File: src/hw/rtl/lls_pkg.sv
// Shared types, codes and constants of the line sorter.
`default_nettype none
package lls_pkg;

	localparam logic [7:0] NEWLINE = 8'd10;

	localparam logic [1:0] FUNC_BYTE = 2'd0;
	localparam logic [1:0] FUNC_EOF  = 2'd1;
	localparam logic [1:0] FUNC_READ = 2'd2;

	localparam int OPW = 4;
	localparam logic [OPW-1:0] OP_NONE      = 4'd0;
	localparam logic [OPW-1:0] OP_BYTE      = 4'd1;
	localparam logic [OPW-1:0] OP_EOF       = 4'd2;
	localparam logic [OPW-1:0] OP_SORT_DONE = 4'd3;
	localparam logic [OPW-1:0] OP_BLK_START = 4'd4;
	localparam logic [OPW-1:0] OP_BLK_NEXT  = 4'd5;
	localparam logic [OPW-1:0] OP_PASS_END  = 4'd6;
	localparam logic [OPW-1:0] OP_TAKE_I    = 4'd7;
	localparam logic [OPW-1:0] OP_TAKE_J    = 4'd8;
	localparam logic [OPW-1:0] OP_P_INC     = 4'd9;
	localparam logic [OPW-1:0] OP_READ      = 4'd10;
	localparam logic [OPW-1:0] OP_FIN       = 4'd11;

	typedef struct packed {
		logic [1:0] func;
		logic [7:0] in_byte;
	} in_t;

	typedef struct packed {
		logic [7:0]  out_byte;
		logic        line_end;
		logic        data_end;
		logic        overflow;
		logic [10:0] line_total;
	} out_t;

	typedef struct packed {
		logic ovf;
		logic sorted;
		logic width_lt_n;
		logic lo_lt_n;
		logic i_lt_mid;
		logic j_lt_hi;
		logic cmp_done;
		logic cmp_after;
	} status_t;

endpackage
`default_nettype wire

File: src/hw/rtl/lls_ctrl.sv
// Controller state machine of the line sorter.
`default_nettype none
module lls_ctrl
	import lls_pkg::*;
(
	input  wire logic           clk,
	input  wire logic           arst_n,
	input  wire logic           in_valid,
	output logic                in_ready,
	input  wire logic [1:0]     func,
	output logic                out_valid,
	input  wire logic           out_ready,
	input  wire status_t        st,
	output logic [OPW-1:0]      op
);

	localparam logic [3:0] ST_IDLE  = 4'd0;
	localparam logic [3:0] ST_RW1   = 4'd1;
	localparam logic [3:0] ST_RW2   = 4'd2;
	localparam logic [3:0] ST_RO    = 4'd3;
	localparam logic [3:0] ST_FIN   = 4'd4;
	localparam logic [3:0] ST_PASS  = 4'd5;
	localparam logic [3:0] ST_BLK   = 4'd6;
	localparam logic [3:0] ST_MCHK  = 4'd7;
	localparam logic [3:0] ST_MORD  = 4'd8;
	localparam logic [3:0] ST_CRD   = 4'd9;
	localparam logic [3:0] ST_CEV   = 4'd10;

	logic [3:0] state_q, state_d;
	logic       out_valid_q;
	logic       acc;

	assign in_ready  = (state_q == ST_IDLE) && !out_valid_q;
	assign out_valid = out_valid_q;
	assign acc       = in_valid && in_ready;

	always_comb begin
		state_d = state_q;
		op      = OP_NONE;
		unique case (state_q)
			ST_IDLE: begin
				if (acc) begin
					state_d = ST_FIN;
					case (func)
						FUNC_BYTE: op = OP_BYTE;
						FUNC_EOF: begin
							if (!st.sorted) begin
								if (st.ovf) begin
									op = OP_SORT_DONE;
								end else begin
									op      = OP_EOF;
									state_d = ST_PASS;
								end
							end
						end
						FUNC_READ: begin
							if (st.sorted)
								state_d = ST_RW1;
						end
						default: op = OP_NONE;
					endcase
				end
			end
			// lookups settle: order entry, then length and text
			ST_RW1: state_d = ST_RW2;
			ST_RW2: state_d = ST_RO;
			ST_RO: begin
				op      = OP_READ;
				state_d = ST_FIN;
			end
			ST_FIN: begin
				op      = OP_FIN;
				state_d = ST_IDLE;
			end
			ST_PASS: begin
				if (st.width_lt_n) begin
					state_d = ST_BLK;
				end else begin
					op      = OP_SORT_DONE;
					state_d = ST_FIN;
				end
			end
			ST_BLK: begin
				if (st.lo_lt_n) begin
					op      = OP_BLK_START;
					state_d = ST_MCHK;
				end else begin
					op      = OP_PASS_END;
					state_d = ST_PASS;
				end
			end
			ST_MCHK: begin
				if (st.i_lt_mid || st.j_lt_hi) begin
					state_d = ST_MORD;
				end else begin
					op      = OP_BLK_NEXT;
					state_d = ST_BLK;
				end
			end
			ST_MORD: begin
				if (st.i_lt_mid && st.j_lt_hi) begin
					state_d = ST_CRD;
				end else if (st.i_lt_mid) begin
					op      = OP_TAKE_I;
					state_d = ST_MCHK;
				end else begin
					op      = OP_TAKE_J;
					state_d = ST_MCHK;
				end
			end
			ST_CRD: state_d = ST_CEV;
			ST_CEV: begin
				if (st.cmp_done) begin
					op      = st.cmp_after ? OP_TAKE_J : OP_TAKE_I;
					state_d = ST_MCHK;
				end else begin
					op      = OP_P_INC;
					state_d = ST_CRD;
				end
			end
			default: state_d = ST_IDLE;
		endcase
	end

	always_ff @(posedge clk or negedge arst_n) begin
		if (!arst_n) begin
			state_q     <= ST_IDLE;
			out_valid_q <= 1'b0;
		end else begin
			state_q <= state_d;
			if (state_q == ST_FIN)
				out_valid_q <= 1'b1;
			else if (out_ready)
				out_valid_q <= 1'b0;
		end
	end

	a_acc_leaves_idle: assert property (@(posedge clk) disable iff (!arst_n)
		acc |=> state_q != ST_IDLE)
		else $error("request accepted but controller stayed idle");
	a_fin_sets_valid: assert property (@(posedge clk) disable iff (!arst_n)
		state_q == ST_FIN |=> out_valid_q)
		else $error("result not presented after finish");
	a_one_at_a_time: assert property (@(posedge clk) disable iff (!arst_n)
		out_valid_q |-> !acc)
		else $error("request taken while result pending");

endmodule
`default_nettype wire

File: config.mk
export PLATFORM = sky130hd
export DESIGN_NAME = lls_ctrl
export DESIGN_NICKNAME = d
export VERILOG_FILES = /design/src/hw/rtl/lls_pkg.sv /design/src/hw/rtl/lls_ctrl.sv
export SDC_FILE = /design/constraint.sdc
export NUM_CORES = 1
export LEC_CHECK = 0
export BUFFER_PORTS_ARGS = -buffer_cell sky130_fd_sc_hd__clkbuf_2
export CAP_MARGIN = 20
export CORE_MARGIN = 8
export CORE_UTILIZATION = 44
export DETAILED_ROUTE_END_ITERATION = 8
export GPL_TIMING_DRIVEN = 0
export PLACE_DENSITY = 0.85
export SYNTH_ARGS = -nofsm -noshare
export SYNTH_HDL_FRONTEND = slang
export SYNTH_SLANG_ARGS = --single-unit
export TNS_END_PERCENT = 50
File: constraint.sdc
create_clock -name clk -period 1.5 [get_ports clk]
set_clock_uncertainty 0.15 [all_clocks]
set_input_delay 0.15 -clock clk [delete_from_list [all_inputs] [get_ports clk]]
set_output_delay 0.15 -clock clk [all_outputs]
set_load 0.05 [all_outputs]
==> out/qor.csv <==
metric;value;unit
status;finished with violations;
failing checks;negative setup slack;
share of post-route cells with drive strength above 1;0.437;
WL met1;792;µm
vias per inst;6.13;
worst skew pair latency;0.24;ns
Seq. cell area;126;µm²
critical path data required time;1.20;ns
initial antenna violation count;0;
Net count, final;137;
clock tree buffer depth;2;
Yosys warning total;0;
Final Max Slew Viols;0;
Worst Hold Slack;0.0886;ns
fill count;85;
Tcrit/Tclk final;1.48;
Mapped Cells;86;
WL final;2.22;mm
Core Rows;13;
chip width;53.8;µm
minimum clock period;2.22;ns
worst stage delay on the critical path;0.57;ns
register area share after synthesis;0.199;
Peak VDD IR;0.00169;V
fmax;0.451;GHz
kind of end point of the critical path;output port;
DR pass1 iterations;4;
Area growth syn-to-layout;65.7;%
DP Cell Count;120;
clock root buffer master;clkbuf_4;
Num CTS Buffers;3;
TritonCTS clock tree;done;
RSZ-0062 raised after global routing;yes;
CP arrival;1.92;ns
pin count of the biggest net entering global routing;11;
die area;0.00289;mm²
Antenna diodes;0;
io pins;20;
critical path type;reg -> out;
max_cap viols;0;
Syn Nets;103;
Max-Slew Margin vs Limit;0.786;
Initial Util;0.477;
Multi-input gate area;551;µm²
first-pass GRT wire length;3.46;mm
GRT Overall Usage;0.157;
GRT Residual Overflow;0;
Worst-path clk slew;0.05;ns
core area;0.00132;mm²
crit path max fanout;3;
top layer in use;met4;
placed cell areas;801;µm²
detailed-route wire length per cell;16.6;µm
Final Setup Violations;8;
met2 routed WL;1.13;mm
Placer Congestion;0.853;
critical path, cell by cell;or4_4 -> nor3b_4 -> nand3b_1 -> o2111ai_4 -> buf_8;
leakage power;0.455;nW
Non-Filler Instances;134;
Slowest cell on crit path;or4_4;
measured slew at the worst slew-check pin;0.319;ns
hpwl dp;1.45;mm
worst hold path type;in -> reg;
CTS sink count;5;
depth of the CTS H-tree;1;
Power Density;2270;mW/mm²
Top delay family on crit path;simple AND/OR/NAND/NOR gates;
final hold violation count;0;
post-route ant nets;0;
count of distinct cell types in the synthesized netlist;35;
#FFs+latches synth;5;
Iter 0 DRT Violations;18;
Avg Cell Area, Syn;7.30;µm²
CP Launch Type;register;
via count;822;
final setup margin;-0.719;ns
die height;53.8;µm
DR WL met3;167;µm
CP Buf/Inv Count;1;
vias in the first global route;838;
Final Cell Area;0.00104;mm²
Port Buffer Count;19;
residual DRC count;0;
mapped cell area;628;µm²
-- layout by cell type (no fill, tap or decap), types with 2 or more instances in the layout --
cell / instances
a21oi_1: 3
o22a_1: 2
dfrtp_1: 4
nor2_1: 5
buf_8: 3
nand3_1: 3
o31ai_1: 2
a31oi_1: 3
o21a_1: 2
nand2b_1: 7
buf_4: 8
dlygate4sd3_1: 2
ha_1: 3
clkbuf_2: 15
clkbuf_4: 3
nand3b_1: 2
nor3b_4: 2
buf_6: 3
inv_1: 7
o21ai_0: 6
clkbuf_8: 2
nor2_2: 2
nand2_1: 3
-- flip-flops by register name, indices dropped and copies added, names as in the netlist --
| signal | cells |
|---|---|
| state_q | 4 |
| out_valid | 1 |
-- per-stage QoR --
| step | power (mW) | setup TNS, ns | util | worst slack [ns] |
|---|---|---|---|---|
| 3_5_place_dp | 1.62 | -2.64 | 0.608 | -0.604 |
| 4_1_cts | 2.16 | -3.00 | 0.758 | -0.721 |
| 3_3_place_gp | 1.59 | -2.49 | 0.608 | -0.587 |
| 5_1_grt | 2.49 | -3.96 | 0.790 | -0.777 |
| 2_1_floorplan | 1.35 | -0.977 | - | -0.248 |
| 6_report | 2.36 | -3.55 | 0.790 | -0.719 |
-- metal layers --
metal,up-vias,track usage
met5,-,0
met4,0,0.130
met3,14,0.0441
met2,34,0.263
met1,388,0.158
li1,386,-
-- final cells by class --
type | count | area share
repair buffers | 29 | 0.225
flip-flops and latches | 5 | 0.121
plain buffers | 5 | 0.0505
inverters | 8 | 0.0312
well taps | 15 | 0.0180
multi-input cells | 68 | 0.529
clock buffers | 4 | 0.0252
-- repair_timing --
| action | in CTS | in global routing |
|---|---|---|
| buffers inserted | 6 | 2 |
| hold buffers | 2 | 0 |
| hold endpoints to repair | 6 | 0 |
| pin swaps | 1 | 3 |
| gates resized for setup | 25 | 12 |
| setup endpoints to repair | 9 | 9 |
-- worst register-to-register path, stage by stage, from the launching register on --
cell     delay (ns)
dfrtp_2        0.41
or4_4          0.57
nor3b_4        0.25
buf_4          0.14
nand4_1        0.07
o21ai_1        0.08
-- report_power, final --
group	switching, mW	internal [mW]	total, mW	leakage, nW
Sequential	0.0636	0.197	0.260	0.0624
Clock	0.0525	0.100	0.153	0.0150
Combinational	1.08	0.867	1.95	0.377
Total	1.20	1.16	2.36	0.455
-- path summary, 6_finish.rpt --
check                                        from                      to  slack [ns]  cells past startpoint
setup / recovery           state_q[3]$_DFFE_PN0P_                   op[1]       -0.72                      5
hold / removal                              st[7]  state_q[0]$_DFFE_PN0P_        0.09                      4
setup reg to reg           state_q[3]$_DFFE_PN0P_  state_q[0]$_DFFE_PN0P_       -0.26                      5
hold reg to reg             out_valid$_DFFE_PN0P_   out_valid$_DFFE_PN0P_        0.59                      2
max in group asynchronous                  arst_n  state_q[3]$_DFFE_PN0P_        0.92                      2
min in group asynchronous                  arst_n  state_q[2]$_DFFE_PN0P_        0.12                      2
-- cell usage after synthesis --
| cell type | number | area, µm² |
|---|---|---|
| nand2_1 | 3 | 11.3 |
| o21ai_0 | 8 | 40.0 |
| buf_6 | 1 | 11.3 |
| nor3b_2 | 1 | 12.5 |
| a21oi_1 | 4 | 20.0 |
| and2_1 | 1 | 6.26 |
| nand4_1 | 1 | 6.26 |
| nor3b_1 | 2 | 15.0 |
| clkbuf_1 | 2 | 7.51 |
| buf_2 | 2 | 10.0 |
| a2111o_1 | 1 | 11.3 |
| o2bb2ai_1 | 1 | 8.76 |
| nand3_1 | 4 | 20.0 |
| nor2b_1 | 1 | 6.26 |
| o21ai_1 | 1 | 5.00 |
| or4_4 | 1 | 11.3 |
| o211ai_1 | 1 | 7.51 |
| a21o_1 | 1 | 7.51 |
| or3_1 | 1 | 6.26 |
| o221ai_1 | 1 | 8.76 |
| nor2_1 | 7 | 26.3 |
| inv_1 | 8 | 30.0 |
| o21a_1 | 2 | 15.0 |
| nand2b_1 | 8 | 50.1 |
| or2_2 | 1 | 6.26 |
| a32oi_1 | 1 | 8.76 |
| nand3b_1 | 2 | 15.0 |
| o22ai_1 | 2 | 12.5 |
| a22o_1 | 1 | 8.76 |
| ha_1 | 3 | 37.5 |
| dfrtp_1 | 5 | 125 |
| o22a_1 | 2 | 17.5 |
| o31ai_1 | 2 | 15.0 |
| a31oi_1 | 3 | 18.8 |
| o2111ai_1 | 1 | 8.76 |
-- logic make-up after synthesis --
logic type | count (synthesis) | synth area share
AO/OA/AOI/OAI | 32 | 0.341
adder cells (fa/ha/maj) | 3 | 0.0598
buffers and inverters | 13 | 0.0936
flip-flops | 5 | 0.199
AND/OR/NAND/NOR | 33 | 0.307
Power figures use the tool's default switching activity.
